===== src/sv/dbs_pkg.sv =====
// Shared types and constants for the door bus slave command bridge.
`default_nettype none
package dbs_pkg;

   // Input item kinds carried in tuser
   typedef enum logic [1:0] {
      OP_TICK  = 2'd0,
      OP_READ  = 2'd1,
      OP_WRITE = 2'd2,
      OP_USER  = 2'd3
   } op_type;

   // Configuration register indexes
   localparam logic REG_PRESS_TIME   = 1'b0;
   localparam logic REG_LINK_TIMEOUT = 1'b1;

   localparam int unsigned DEFAULT_MAX_READ_WORDS = 64;
   localparam int unsigned CNT_W = 7;

   // Bus register addresses
   localparam logic [15:0] ADDR_CMD   = 16'h9C41;
   localparam logic [15:0] ADDR_STATE = 16'h9CB9;
   localparam logic [15:0] ADDR_BCAST = 16'h9D31;

   // Pending command codes
   localparam logic [1:0] CMD_NONE    = 2'd0;
   localparam logic [1:0] CMD_OPEN    = 2'd1;
   localparam logic [1:0] CMD_CLOSE   = 2'd2;
   localparam logic [1:0] CMD_IMPULSE = 2'd3;

   // Key press and release words
   localparam logic [15:0] PRESS_OPEN      = 16'h0210;
   localparam logic [15:0] RELEASE_OPEN    = 16'h0110;
   localparam logic [15:0] PRESS_CLOSE     = 16'h0220;
   localparam logic [15:0] RELEASE_CLOSE   = 16'h0120;
   localparam logic [15:0] PRESS_IMPULSE   = 16'h0240;
   localparam logic [15:0] RELEASE_IMPULSE = 16'h0140;

   // Fixed words of the five-word status reply
   localparam logic [15:0] INFO_WORD2 = 16'h0430;
   localparam logic [15:0] INFO_WORD3 = 16'h10FF;
   localparam logic [15:0] INFO_WORD4 = 16'hA845;

   // Door states reported to the user
   localparam logic [3:0] ST_STOPPED  = 4'd0;
   localparam logic [3:0] ST_OPENING  = 4'd1;
   localparam logic [3:0] ST_CLOSING  = 4'd2;
   localparam logic [3:0] ST_OPEN     = 4'd3;
   localparam logic [3:0] ST_CLOSED   = 4'd4;
   localparam logic [3:0] ST_HALF     = 4'd5;
   localparam logic [3:0] ST_MOVEVENT = 4'd6;
   localparam logic [3:0] ST_MOVEHALF = 4'd7;
   localparam logic [3:0] ST_VENT     = 4'd8;
   localparam logic [3:0] ST_UNKNOWN  = 4'd9;

   // State codes in the high byte of the broadcast state word
   localparam logic [7:0] BC_STOPPED  = 8'h00;
   localparam logic [7:0] BC_OPENING  = 8'h01;
   localparam logic [7:0] BC_CLOSING  = 8'h02;
   localparam logic [7:0] BC_MOVEHALF = 8'h05;
   localparam logic [7:0] BC_MOVEVENT = 8'h09;
   localparam logic [7:0] BC_VENT     = 8'h0A;
   localparam logic [7:0] BC_OPEN     = 8'h20;
   localparam logic [7:0] BC_CLOSED   = 8'h40;
   localparam logic [7:0] BC_HALF     = 8'h80;
   localparam logic [7:0] BC_VENT_SUB = 8'h61;

   // User request kinds
   localparam logic [2:0] RQ_OPEN    = 3'd0;
   localparam logic [2:0] RQ_CLOSE   = 3'd1;
   localparam logic [2:0] RQ_IMPULSE = 3'd2;
   localparam logic [2:0] RQ_STOP    = 3'd3;
   localparam logic [2:0] RQ_GOTO    = 3'd4;

   localparam logic [16:0] IDLE_MAX  = 17'h1FFFF;
   localparam logic [10:0] PRESS_MAX = 11'h7FF;

   typedef struct packed {
      op_type      opcode;
      logic [15:0] reg_address;
      logic [6:0]  word_count;
      logic [15:0] data_word0;
      logic [15:0] data_word1;
      logic [15:0] data_word2;
      logic [2:0]  request_kind;
      logic [6:0]  target_percent;
   } req_item_type;

   // One input's worth of results, played out word by word
   typedef struct packed {
      logic [CNT_W-1:0] count;
      logic             data_flag;
      logic [4:0][15:0] words;
      logic [3:0]       door_state;
      logic [7:0]       door_position;
      logic             connected;
      logic             refused;
   } desc_type;

endpackage
`default_nettype wire


===== src/sv/door_bus_slave_command_bridge.sv =====
// Top level of the door bus slave command bridge: input register, core, reply player.
//
//  channel | role   | ports                          | payload
//  req     | slave  | req_tvalid/tready/tdata/tuser  | bus event, opcode in tuser
//  rsp     | master | rsp_tvalid/tready/tdata/tuser  | reply word and status, tlast ends reply
//  csr     | write  | csr_we/csr_index/csr_wdata     | press time, link timeout
//
// An item waits in the input register while the core decodes it, then loads into the
// reply register once that is free, which offers its first result; n result words
// follow, one per cycle while rsp_tready holds (n is 1 except for reads). Throughput
// is one item per cycle while replies are single words and rsp does not stall; a read
// of n words holds the reply register until its last word is taken. Reset is synchronous
// and needs no clearing pass. rsp stalls back up through the input register to req_tready.
`default_nettype none
module door_bus_slave_command_bridge
   import dbs_pkg::*;
#(
   parameter int unsigned MAX_READ_WORDS = DEFAULT_MAX_READ_WORDS
) (
   input  wire logic        clock,
   input  wire logic        reset,
   input  wire logic        req_tvalid,
   output      logic        req_tready,
   // reg_address, word_count, data_word0, data_word1, data_word2, request_kind,
   // target_percent, zero pad
   input  wire logic [87:0] req_tdata,
   // opcode
   input  wire logic [1:0]  req_tuser,
   output      logic        rsp_tvalid,
   input  wire logic        rsp_tready,
   // reply_word, door_state, door_position, connected, request_refused, zero pad
   output      logic [31:0] rsp_tdata,
   // word_valid
   output      logic        rsp_tuser,
   output      logic        rsp_tlast,
   input  wire logic        csr_we,
   input  wire logic        csr_index,
   input  wire logic [15:0] csr_wdata
);

   req_item_type item_ff;
   logic         item_valid_ff;
   logic         advance;
   logic         emit_free;
   desc_type     desc;
   logic [15:0]  word;
   logic [3:0]   state;
   logic [7:0]   position;
   logic         connected;
   logic         refused;

   assign advance    = item_valid_ff && emit_free;
   assign req_tready = !item_valid_ff || advance;

   always_ff @(posedge clock) begin
      if (reset) item_valid_ff <= 1'b0;
      else if (req_tready) item_valid_ff <= req_tvalid;
   end

   always_ff @(posedge clock) begin
      if (req_tready && req_tvalid) begin
         item_ff.opcode         <= op_type'(req_tuser);
         item_ff.reg_address    <= req_tdata[15:0];
         item_ff.word_count     <= req_tdata[22:16];
         item_ff.data_word0     <= req_tdata[38:23];
         item_ff.data_word1     <= req_tdata[54:39];
         item_ff.data_word2     <= req_tdata[70:55];
         item_ff.request_kind   <= req_tdata[73:71];
         item_ff.target_percent <= req_tdata[80:74];
      end
   end

   dbs_core #(.MAX_READ_WORDS(MAX_READ_WORDS)) u_core (
      .clock     (clock),
      .reset     (reset),
      .csr_we    (csr_we),
      .csr_index (csr_index),
      .csr_wdata (csr_wdata),
      .item      (item_ff),
      .advance   (advance),
      .desc      (desc)
   );

   dbs_emit #(.MAX_READ_WORDS(MAX_READ_WORDS)) u_emit (
      .clock         (clock),
      .reset         (reset),
      .desc          (desc),
      .load          (advance),
      .free          (emit_free),
      .out_valid     (rsp_tvalid),
      .out_ready     (rsp_tready),
      .out_word      (word),
      .out_flag      (rsp_tuser),
      .out_last      (rsp_tlast),
      .out_state     (state),
      .out_position  (position),
      .out_connected (connected),
      .out_refused   (refused)
   );

   assign rsp_tdata = {2'b00, refused, connected, position, state, word};

`ifndef SYNTHESIS
   // status results are always single
   a_status_single: assert property (@(posedge clock) disable iff (reset)
      rsp_tvalid && !rsp_tuser |-> rsp_tlast)
      else $error("status result without tlast");

   // a reply in progress is never cut short
   a_reply_continues: assert property (@(posedge clock) disable iff (reset)
      rsp_tvalid && rsp_tready && !rsp_tlast |=> rsp_tvalid)
      else $error("reply dropped before its last word");

   // refusals only come on status results
   a_refused_status: assert property (@(posedge clock) disable iff (reset)
      rsp_tvalid && rsp_tdata[29] |-> !rsp_tuser)
      else $error("refused flag on read data");
`endif

endmodule
`default_nettype wire


===== src/sv/dbs_core.sv =====
// Bridge state, configuration registers and per-transaction decode.
`default_nettype none
module dbs_core
   import dbs_pkg::*;
#(
   parameter int unsigned MAX_READ_WORDS = DEFAULT_MAX_READ_WORDS
) (
   input  wire logic         clock,
   input  wire logic         reset,
   input  wire logic         csr_we,
   input  wire logic         csr_index,
   input  wire logic [15:0]  csr_wdata,
   input  wire req_item_type item,
   input  wire logic         advance,
   output      desc_type     desc
);

   logic [9:0]  press_time_ff;
   logic [15:0] link_timeout_ff;

   logic [15:0] command_word_ff, command_word_in;
   logic [1:0]  pending_ff, pending_in;
   logic        key_pressed_ff, key_pressed_in;
   logic [10:0] press_timer_ff, press_timer_in;
   logic [16:0] idle_timer_ff, idle_timer_in;
   logic        link_up_ff, link_up_in;
   logic [15:0] last_pos_ff, last_pos_in;
   logic [15:0] last_state_ff, last_state_in;
   logic [3:0]  door_mode_ff, door_mode_in;
   logic [7:0]  position_ff, position_in;
   logic [7:0]  goto_target_ff, goto_target_in;

   always_ff @(posedge clock) begin
      if (reset) begin
         press_time_ff   <= 10'd100;
         link_timeout_ff <= 16'd2000;
      end else if (csr_we) begin
         case (csr_index)
            REG_PRESS_TIME:   press_time_ff   <= csr_wdata[9:0];
            REG_LINK_TIMEOUT: link_timeout_ff <= csr_wdata;
            default: ;
         endcase
      end
   end

   always_ff @(posedge clock) begin
      if (reset) begin
         command_word_ff <= '0;
         pending_ff      <= CMD_NONE;
         key_pressed_ff  <= 1'b0;
         press_timer_ff  <= '0;
         idle_timer_ff   <= '0;
         link_up_ff      <= 1'b0;
         last_pos_ff     <= '0;
         last_state_ff   <= '0;
         door_mode_ff    <= ST_UNKNOWN;
         position_ff     <= '0;
         goto_target_ff  <= '0;
      end else if (advance) begin
         command_word_ff <= command_word_in;
         pending_ff      <= pending_in;
         key_pressed_ff  <= key_pressed_in;
         press_timer_ff  <= press_timer_in;
         idle_timer_ff   <= idle_timer_in;
         link_up_ff      <= link_up_in;
         last_pos_ff     <= last_pos_in;
         last_state_ff   <= last_state_in;
         door_mode_ff    <= door_mode_in;
         position_ff     <= position_in;
         goto_target_ff  <= goto_target_in;
      end
   end

   always_comb begin
      logic [6:0]  n;
      logic [15:0] counter_w;
      logic [15:0] cmd_w;
      logic        moving;
      logic        reached;
      logic        q_en;
      logic [1:0]  q_code;
      logic        refused;
      logic [7:0]  tgt;

      command_word_in = command_word_ff;
      pending_in      = pending_ff;
      key_pressed_in  = key_pressed_ff;
      press_timer_in  = press_timer_ff;
      idle_timer_in   = idle_timer_ff;
      link_up_in      = link_up_ff;
      last_pos_in     = last_pos_ff;
      last_state_in   = last_state_ff;
      door_mode_in    = door_mode_ff;
      position_in     = position_ff;
      goto_target_in  = goto_target_ff;

      desc           = '0;
      desc.count     = CNT_W'(1);
      desc.data_flag = 1'b0;

      q_en    = 1'b0;
      q_code  = CMD_NONE;
      refused = 1'b0;
      reached = 1'b0;
      tgt     = '0;
      moving  = door_mode_ff inside {ST_CLOSING, ST_OPENING, ST_MOVEHALF, ST_MOVEVENT};

      n = (item.word_count > 7'(MAX_READ_WORDS)) ? 7'(MAX_READ_WORDS) : item.word_count;
      counter_w = {command_word_ff[15:8], 8'h00};
      cmd_w     = {command_word_ff[7:0], 8'h00};

      case (item.opcode)
         OP_TICK: begin
            if (idle_timer_ff < IDLE_MAX) idle_timer_in = idle_timer_ff + 17'd1;
            if (key_pressed_ff && press_timer_ff < PRESS_MAX)
               press_timer_in = press_timer_ff + 11'd1;
            if (link_up_ff && idle_timer_in > {1'b0, link_timeout_ff}) link_up_in = 1'b0;
         end
         OP_READ: begin
            idle_timer_in = '0;
            link_up_in    = 1'b1;
            if (n != 7'd0) begin
               desc.count     = n;
               desc.data_flag = 1'b1;
            end
            if (item.reg_address == ADDR_STATE) begin
               case (item.word_count)
                  7'd8: begin
                     desc.words[0] = counter_w;
                     desc.words[1] = cmd_w | 16'h0001;
                     if (pending_ff != CMD_NONE) begin
                        if (!key_pressed_ff) begin
                           // start the simulated key press
                           key_pressed_in = 1'b1;
                           press_timer_in = '0;
                           case (pending_ff)
                              CMD_OPEN:  desc.words[2] = PRESS_OPEN;
                              CMD_CLOSE: desc.words[2] = PRESS_CLOSE;
                              default:   desc.words[2] = PRESS_IMPULSE;
                           endcase
                        end else if (press_timer_ff > {1'b0, press_time_ff}) begin
                           key_pressed_in = 1'b0;
                           press_timer_in = '0;
                           pending_in     = CMD_NONE;
                           case (pending_ff)
                              CMD_OPEN:  desc.words[2] = RELEASE_OPEN;
                              CMD_CLOSE: desc.words[2] = RELEASE_CLOSE;
                              default:   desc.words[2] = RELEASE_IMPULSE;
                           endcase
                        end
                     end
                  end
                  7'd2: begin
                     desc.words[0] = counter_w | 16'h0004;
                     desc.words[1] = cmd_w;
                  end
                  7'd5: begin
                     desc.words[0] = counter_w;
                     desc.words[1] = cmd_w | 16'h0005;
                     desc.words[2] = INFO_WORD2;
                     desc.words[3] = INFO_WORD3;
                     desc.words[4] = INFO_WORD4;
                  end
                  default: ;
               endcase
            end
         end
         OP_WRITE: begin
            idle_timer_in = '0;
            link_up_in    = 1'b1;
            if (item.reg_address == ADDR_CMD) begin
               if (item.word_count != 7'd0) command_word_in = item.data_word0;
            end else if (item.reg_address == ADDR_BCAST) begin
               if (item.word_count > 7'd1) begin
                  last_pos_in = item.data_word1;
                  if (last_pos_ff[7:0] != item.data_word1[7:0]) begin
                     position_in = item.data_word1[7:0];
                     reached = (goto_target_ff != 8'd0) &&
                        ((door_mode_ff == ST_CLOSING && goto_target_ff >= position_in) ||
                         (door_mode_ff == ST_OPENING && goto_target_ff <= position_in));
                     if (reached) begin
                        // target passed: stop the door with an impulse
                        q_en           = moving;
                        q_code         = CMD_IMPULSE;
                        goto_target_in = '0;
                     end
                  end
               end
               if (item.word_count > 7'd2) begin
                  last_state_in = item.data_word2;
                  if (last_state_ff[15:8] != item.data_word2[15:8]) begin
                     case (item.data_word2[15:8])
                        BC_OPENING:  door_mode_in = ST_OPENING;
                        BC_CLOSING:  door_mode_in = ST_CLOSING;
                        BC_OPEN:     door_mode_in = ST_OPEN;
                        BC_CLOSED:   door_mode_in = ST_CLOSED;
                        BC_HALF:     door_mode_in = ST_HALF;
                        BC_MOVEVENT: door_mode_in = ST_MOVEVENT;
                        BC_MOVEHALF: door_mode_in = ST_MOVEHALF;
                        BC_VENT:     door_mode_in = ST_VENT;
                        BC_STOPPED:  door_mode_in = (item.data_word2[7:0] == BC_VENT_SUB) ?
                                                    ST_VENT : ST_STOPPED;
                        default: ;
                     endcase
                  end
               end
            end
         end
         default: begin
            case (item.request_kind)
               RQ_OPEN: begin
                  q_en   = 1'b1;
                  q_code = CMD_OPEN;
               end
               RQ_CLOSE: begin
                  q_en   = 1'b1;
                  q_code = CMD_CLOSE;
               end
               RQ_IMPULSE: begin
                  q_en   = 1'b1;
                  q_code = CMD_IMPULSE;
               end
               RQ_STOP: begin
                  q_en   = moving;
                  q_code = CMD_IMPULSE;
               end
               RQ_GOTO: begin
                  if (item.target_percent <= 7'd5) begin
                     q_en   = 1'b1;
                     q_code = CMD_CLOSE;
                  end else if (item.target_percent >= 7'd95) begin
                     q_en   = 1'b1;
                     q_code = CMD_OPEN;
                  end else begin
                     // target kept in half-percent units
                     tgt            = {item.target_percent, 1'b0};
                     goto_target_in = tgt;
                     if (position_ff < tgt) begin
                        q_en   = 1'b1;
                        q_code = CMD_OPEN;
                     end else if (position_ff > tgt) begin
                        q_en   = 1'b1;
                        q_code = CMD_CLOSE;
                     end
                  end
               end
               default: ;
            endcase
         end
      endcase

      // refuse to queue over a pending command
      if (q_en) begin
         if (pending_ff != CMD_NONE) refused = 1'b1;
         else pending_in = q_code;
      end

      desc.door_state    = door_mode_in;
      desc.door_position = position_in;
      desc.connected     = link_up_in;
      desc.refused       = refused;
   end

endmodule
`default_nettype wire


===== src/sv/dbs_emit.sv =====
// Result register that plays out a transaction's reply words one by one.
`default_nettype none
module dbs_emit
   import dbs_pkg::*;
#(
   parameter int unsigned MAX_READ_WORDS = DEFAULT_MAX_READ_WORDS
) (
   input  wire logic        clock,
   input  wire logic        reset,
   input  wire desc_type    desc,
   input  wire logic        load,
   output      logic        free,
   output      logic        out_valid,
   input  wire logic        out_ready,
   output      logic [15:0] out_word,
   output      logic        out_flag,
   output      logic        out_last,
   output      logic [3:0]  out_state,
   output      logic [7:0]  out_position,
   output      logic        out_connected,
   output      logic        out_refused
);

   localparam int unsigned IDX_W = $clog2(MAX_READ_WORDS);

   desc_type         desc_ff;
   logic             valid_ff;
   logic [IDX_W-1:0] idx_ff;

   assign out_last = (CNT_W'(idx_ff) == desc_ff.count - CNT_W'(1));
   assign free     = !valid_ff || (out_ready && out_last);

   always_ff @(posedge clock) begin
      if (reset) begin
         valid_ff <= 1'b0;
         idx_ff   <= '0;
      end else if (load) begin
         valid_ff <= 1'b1;
         idx_ff   <= '0;
      end else if (valid_ff && out_ready) begin
         if (out_last) valid_ff <= 1'b0;
         else idx_ff <= idx_ff + 1'b1;
      end
   end

   always_ff @(posedge clock) begin
      if (load) desc_ff <= desc;
   end

   always_comb begin
      out_word = '0;
      if (idx_ff < IDX_W'(5)) begin
         case (idx_ff[2:0])
            3'd0:    out_word = desc_ff.words[0];
            3'd1:    out_word = desc_ff.words[1];
            3'd2:    out_word = desc_ff.words[2];
            3'd3:    out_word = desc_ff.words[3];
            3'd4:    out_word = desc_ff.words[4];
            default: out_word = '0;
         endcase
      end
   end

   assign out_valid     = valid_ff;
   assign out_flag      = desc_ff.data_flag;
   assign out_state     = desc_ff.door_state;
   assign out_position  = desc_ff.door_position;
   assign out_connected = desc_ff.connected;
   assign out_refused   = desc_ff.refused;

endmodule
`default_nettype wire


===== config.mk =====
export PLATFORM = sky130hd
export DESIGN_NAME = door_bus_slave_command_bridge
export DESIGN_NICKNAME = d
export VERILOG_FILES = /design/src/sv/dbs_pkg.sv /design/src/sv/door_bus_slave_command_bridge.sv /design/src/sv/dbs_core.sv /design/src/sv/dbs_emit.sv
export SDC_FILE = /design/constraint.sdc
export NUM_CORES = 1
export LEC_CHECK = 0
export BUFFER_PORTS_ARGS = -buffer_cell sky130_fd_sc_hd__buf_2
export CAP_MARGIN = 20
export CELL_PAD_IN_SITES_DETAIL_PLACEMENT = 1
export CELL_PAD_IN_SITES_GLOBAL_PLACEMENT = 1
export CORE_MARGIN = 2
export CORE_UTILIZATION = 49
export CTS_CLUSTER_SIZE = 28
export DETAILED_ROUTE_END_ITERATION = 8
export GPL_ROUTABILITY_DRIVEN = 0
export MAX_ROUTING_LAYER = met4
export PLACE_DENSITY_LB_ADDON = 0.12
export SLEW_MARGIN = 20
export SYNTH_ARGS = -nofsm -noshare
export SYNTH_HDL_FRONTEND = slang
export SYNTH_SLANG_ARGS = --single-unit

===== constraint.sdc =====
create_clock -name clock -period 18.1 [get_ports clock]
set_clock_uncertainty 0.1 [all_clocks]
set_input_delay 0.905 -clock clock [delete_from_list [all_inputs] [get_ports clock]]
set_output_delay 0.905 -clock clock [all_outputs]
set_load 0.01 [all_outputs]

# Word level (Yosys, flattened, before mapping)
# Index checks and enable logic that the tools add are counted.
[word_totals]
rom_bits = 0
word_cells = 230
ff_bits = 303
latch_bits = 0
output_inout_bits = 36
mem_count = 0
input_bits = 112
ram_bits = 0
[op_classes]
bitwise = 4
n_shift = 0
add_sub_neg = 4
n_mul = 0
mux = 81
order_cmp = 14
n_eq_ne = 46
reduce_logical = 46
n_div = 0
[op_table]
columns = ["op", "n"]
rows = [
  ["$mux 8", 13],
  ["$pmux 32 s3", 1],
  ["$pmux 16 s5", 1],
  ["$mux 11", 6],
  ["$eq 16x16->1 const B", 3],
  ["$mux 16", 3],
  ["$pmux 4 s9", 1],
  ["$mux 17", 2],
  ["$mux 2", 17],
  ["$pmux 17 s2", 1],
  ["$mux 32", 1],
  ["$pmux 16 s2", 1],
  ["$pmux 7 s2", 2],
  ["$mux 4", 6],
  ["$pmux 11 s2", 1],
  ["$add 17x1->17 const B", 1],
  ["$gt 17x16->1", 1],
  ["$lt 17x17->1 const B", 1],
  ["$mux 1", 17],
  ["$eq 8x4->1 const B", 2],
  ["$eq 8x7->1 const B", 2],
  ["$ne 8x8->1", 2],
  ["$pmux 8 s2", 1],
  ["$reduce_and 5->1", 3],
  ["58 further kinds", 106],
]

# Logic depth before layout (Yosys ltp)
[logic_depth]
word_depth = 12
depth_mapped = 15
depth_no_buf = 14

# Hierarchy
# Synthesis repeated with hierarchy kept, for this count alone.
[hier_totals]
hier_cells = 1271
area_unflattened_um2 = 14181.1
[by_module_without_submodules]
columns = ["module", "area_each_um2", "seq_area_each_um2", "instances", "cells_per_inst"]
rows = [
  ["dbs_core", 7259.5, 2182.1, 1, 903],
  ["dbs_emit", 4332.9, 3203.1, 1, 274],
  ["door_bus_slave_command_bridge", 2588.7, 2512.4, 1, 94],
]

# Least setup slack after synthesis
# Ideal clock, no wire load.
[synth_path]
path_kind = "flip-flop to flip-flop"
from = "reg u_emit.desc_ff[95] (netlist name)"
to = "reg item_ff[0] (netlist name) (enable)"
setup_time_ns = 0.533
slack_ns = 11.451
stages_incl_launch_ff = 9
t_arrival_ns = 6.017
path_buffers = 0
period_less_slack_ns = 6.649
required_ns = 17.467
cell_sequence = "edfxtp_1 -> inv_1 -> ha_1 -> xnor2_2 -> xnor2_1 -> or4_1 -> a211oi_1 -> a21boi_0 -> a21oi_1"
[synth_between]
elab_chain_cells = 7
[synth_lines]
columns = ["item", "line", "source"]
rows = [
  ["start, declared", "dbs_emit.sv:26", "desc_type desc_ff;"],
  ["start signal, assigned", "dbs_emit.sv:47", "if (load) desc_ff <= desc;"],
  ["$sub 7x1->7", "dbs_emit.sv:30", "assign out_last = (CNT_W'(idx_ff) == desc_ff.count - CNT_W'(1));"],
  ["$eq 6x7->1", "dbs_emit.sv:30", ""],
  ["named net rsp_tlast", "door_bus_slave_command_bridge.sv:35", "output logic rsp_tlast,"],
  ["$logic_and 1x1->1", "dbs_emit.sv:31", "assign free = !valid_ff || (out_ready && out_last);"],
  ["$logic_or 1x1->1", "dbs_emit.sv:31", ""],
  ["$logic_and 1x1->1", "door_bus_slave_command_bridge.sv:52", "assign advance = item_valid_ff && emit_free;"],
  ["$logic_or 1x1->1", "door_bus_slave_command_bridge.sv:53", "assign req_tready = !item_valid_ff || advance;"],
  ["$logic_and 1x1->1", "door_bus_slave_command_bridge.sv:61", "if (req_tready && req_tvalid) begin"],
  ["end, declared", "door_bus_slave_command_bridge.sv:41", "req_item_type item_ff;"],
]
# The timed path passes the listed nets, and every way through them passes these cells.
# A chain may end at the register's enable or synchronous reset.

# Worst setup path in the final report
[layout_path]
from = "reg u_emit.desc_ff[95] (netlist name)"
to = "out req_tready"
[layout_between]
elab_chain_cells = 6
[layout_lines]
columns = ["item", "line", "source"]
rows = [
  ["$sub 7x1->7", "dbs_emit.sv:30", ""],
  ["$eq 6x7->1", "dbs_emit.sv:30", ""],
  ["$logic_and 1x1->1", "dbs_emit.sv:31", ""],
  ["$logic_or 1x1->1", "dbs_emit.sv:31", ""],
  ["$logic_and 1x1->1", "door_bus_slave_command_bridge.sv:52", ""],
  ["$logic_or 1x1->1", "door_bus_slave_command_bridge.sv:53", ""],
  ["end, declared", "door_bus_slave_command_bridge.sv:23", "output logic req_tready,"],
]
# No other way between the ends.

==> results.cfg <==
[run_status]
status = complete, no violations

[die]
die-area_um2 = 25100
core_um2 = 23470
initial_utilization_pct = 49.79
die_h_um = 158.4
core.rowCount = 56
boundaryPins = 148
fp.dieW_um = 158.4

[sta]
finalSetupViolCount = 0
max_freq_mhz = 228.6
slew_headroom_pct = 31.84
holdWs_ps = 354.5
tns_ps = 0
hold_viol_final = 0
tightest_slew_ps = 1022
post-route-min-period_ps = 4375
fin_crit_sh_pct = 24.17
rsz0062_at_grt = false
slew_viol_final = 0

[clock_network]
clk_pin_slew_ps = 60
clkSinkCount = 239
clk_latency_ps = 530
post_cts_buffers = 0
root_buffer = clkbuf_16
cts_max_path_buffers = 3
cts_resized = 0
holdBufCountCts = 0
htree_levels = 1
cts_tree = yes
numCtsBuffers = 27

[synth]
postSynthAreaPerCell_um2 = 10.11
synth_common_cells = edfxtp_1, dfxtp_1, a21oi_1
synth_top_flop_cell = edfxtp_1
synth-seq-cells = 239
synth.area.top_cells = edfxtp_1, dfxtp_1, ha_1
syn_inst = 1156
yosysTopAreaCellShare_pct = 31.35
netlist_area_um2 = 11690
yosysUniqueCellTypes = 85
yosys.area.top_type = edfxtp_1
async_flop_share_pct = 0
seq_area_frac_synth_pct = 51.39
yosysWarnings = 0
yosysMostFrequentCell = edfxtp_1
synth_edf_count = 122

[setup_path]
arrival_ps = 3370
r2r_slack_ps = 14040
crit_fanout = 6
critPathMaxStageDelay_ps = 650
cpLargestDelayFamily = compound AO/OA/AOI/OAI gates
slowest_stage = a211oi_1
worst_setup_path_start_kind = flip-flop
cp_cell_sequence = inv_1, ha_1, xnor2_2, xnor2_1, or4_1, a211oi_1, a21boi_0, nand2_1, buf_2
crit_type = flip-flop to primary output
critPathRequiredTime_ps = 17090
path_buf_inv = 2
end_kind = primary output

[power_and_ir_drop]
p_leak_nw = 5.012
finalPower_mw = 1.284
power_density_nw_per_um2 = 95.83
peakVddDrop_uv = 85.33

[route]
via_per_inst = 5.724
drtIter0Drc = 560
vias = 9096
dr.pass1.iters = 6
postRouteAntennaNets = 0
drc = 0
routed_wl_um = 30380
post_drt_wl_per_cell_um = 19.12

[grt]
grt_max_degree = 81
overflow = 0
grt_pass1_wl_um = 48270
grt_antenna_before_repair = 0
first_global_vias = 9170
grt_usage_pct = 24.85

[layout]
fin_util_pct = 57.08
area.sequential_um2 = 6006
n_antenna_cell = 0
area_growth_pct = 14.66
layout.cells.non_filler = 1589
finalNetCount = 1417
layout-drive-gt1-share_pct = 16.46
multi_input_comb_area_um2 = 5082
n_fill_cell = 2659

[place]
portBuffers = 130
dp.cells = 1539
place.detailed.hpwl_um = 21040

[min_path]
hp-class = flip-flop to flip-flop

[job]
maxCapViolCount = 0
[final cells by class]
| type | count | share of cell area [%] |
|---|---|---|
| clock buffer | 35 | 5.565 |
| clock inverter | 14 | 1.531 |
| inverter | 65 | 1.830 |
| multi-input combinational | 778 | 37.93 |
| sequential | 239 | 44.82 |
| tap | 319 | 2.979 |
| timing repair buffer | 139 | 5.341 |
[flip-flops by register name, indices dropped and copies added (netlist names), 8 cells and up]
name,count
item_ff,75
u_emit.desc_ff,32
u_core.idle_timer_ff,17
u_core.command_word_ff,16
u_core.link_timeout_ff,16
u_core.press_timer_ff,11
u_core.press_time_ff,10
u_core.last_pos_ff,8
u_core.last_state_ff,8
u_core.position_ff,8
u_emit.out_position,8
[path summary, 6_finish.rpt]
path / from / endpoint / depth (start not counted)
hold reg to reg: u_core.press_time_ff[9] / u_core.press_time_ff[9] / 2
setup / recovery: u_emit.desc_ff[95] / req_tready / 9
hold / removal: u_core.press_time_ff[9] / u_core.press_time_ff[9] / 2
setup reg to reg: u_emit.desc_ff[95] / item_ff[16] / 9
[worst reg2reg max path: stages, from the launching register on]
cell and delay, ps:
edfxtp_1 400, inv_1 70, ha_1 250, xnor2_2 150, xnor2_1 130, or4_1 520, a211oi_1 650, a21boi_0 370
a21oi_4 210, buf_4 760
[through the flow]
step,instance area (µm²),worst slack (ps)
after floorplan,11690,11450
after global placement,12440,14160
after detailed placement,12440,14020
after CTS,13390,13680
after global routing,13400,13530
final,13400,13730
[layer usage]
layer  routed length (µm)  share of wire, %  track usage [%]
met2                14660                48            41.35
met3                 1366               4.5            3.021
met5                    0                 0                -
met4                  399               1.3            4.333
met1                13960                46            33.33
[report_power, final]
part / leakage (nW) / switching, mW / internal [mW]
logic: 2.43 / 0.0598 / 0.0341
clock network: 0.469 / 0.221 / 0.361
registers: 2.12 / 0.0151 / 0.593
[layout by cell type, fill, tap and decap left out, types with 27 or more instances in the layout]
cell type,instances
edfxtp_1,122
o21ai_0,64
buf_2,131
ha_1,55
nor2_1,53
xnor2_1,41
a21oi_1,100
nand2_1,94
nor3_1,35
clkbuf_16,27
inv_1,63
nand3_1,60
and2_1,30
dfxtp_1,117
[cells by family (layout without fill, tap and decap cells)]
group                      count (synthesis)  in the layout  synth area share, %
and+or+nand+nor                          385            385                17.56
adders and majority gates                 55             55                5.889
AOI/OAI and AO/OA                        282            282                15.44
muxes                                     10             10               0.9850
other                                      1              2              0.03209
DFF                                      239            239                51.39
xor gates and xnor gates                  44             44                3.362
buffers and inverters                    140            253                5.342
(Power assumes the default switching activity.)
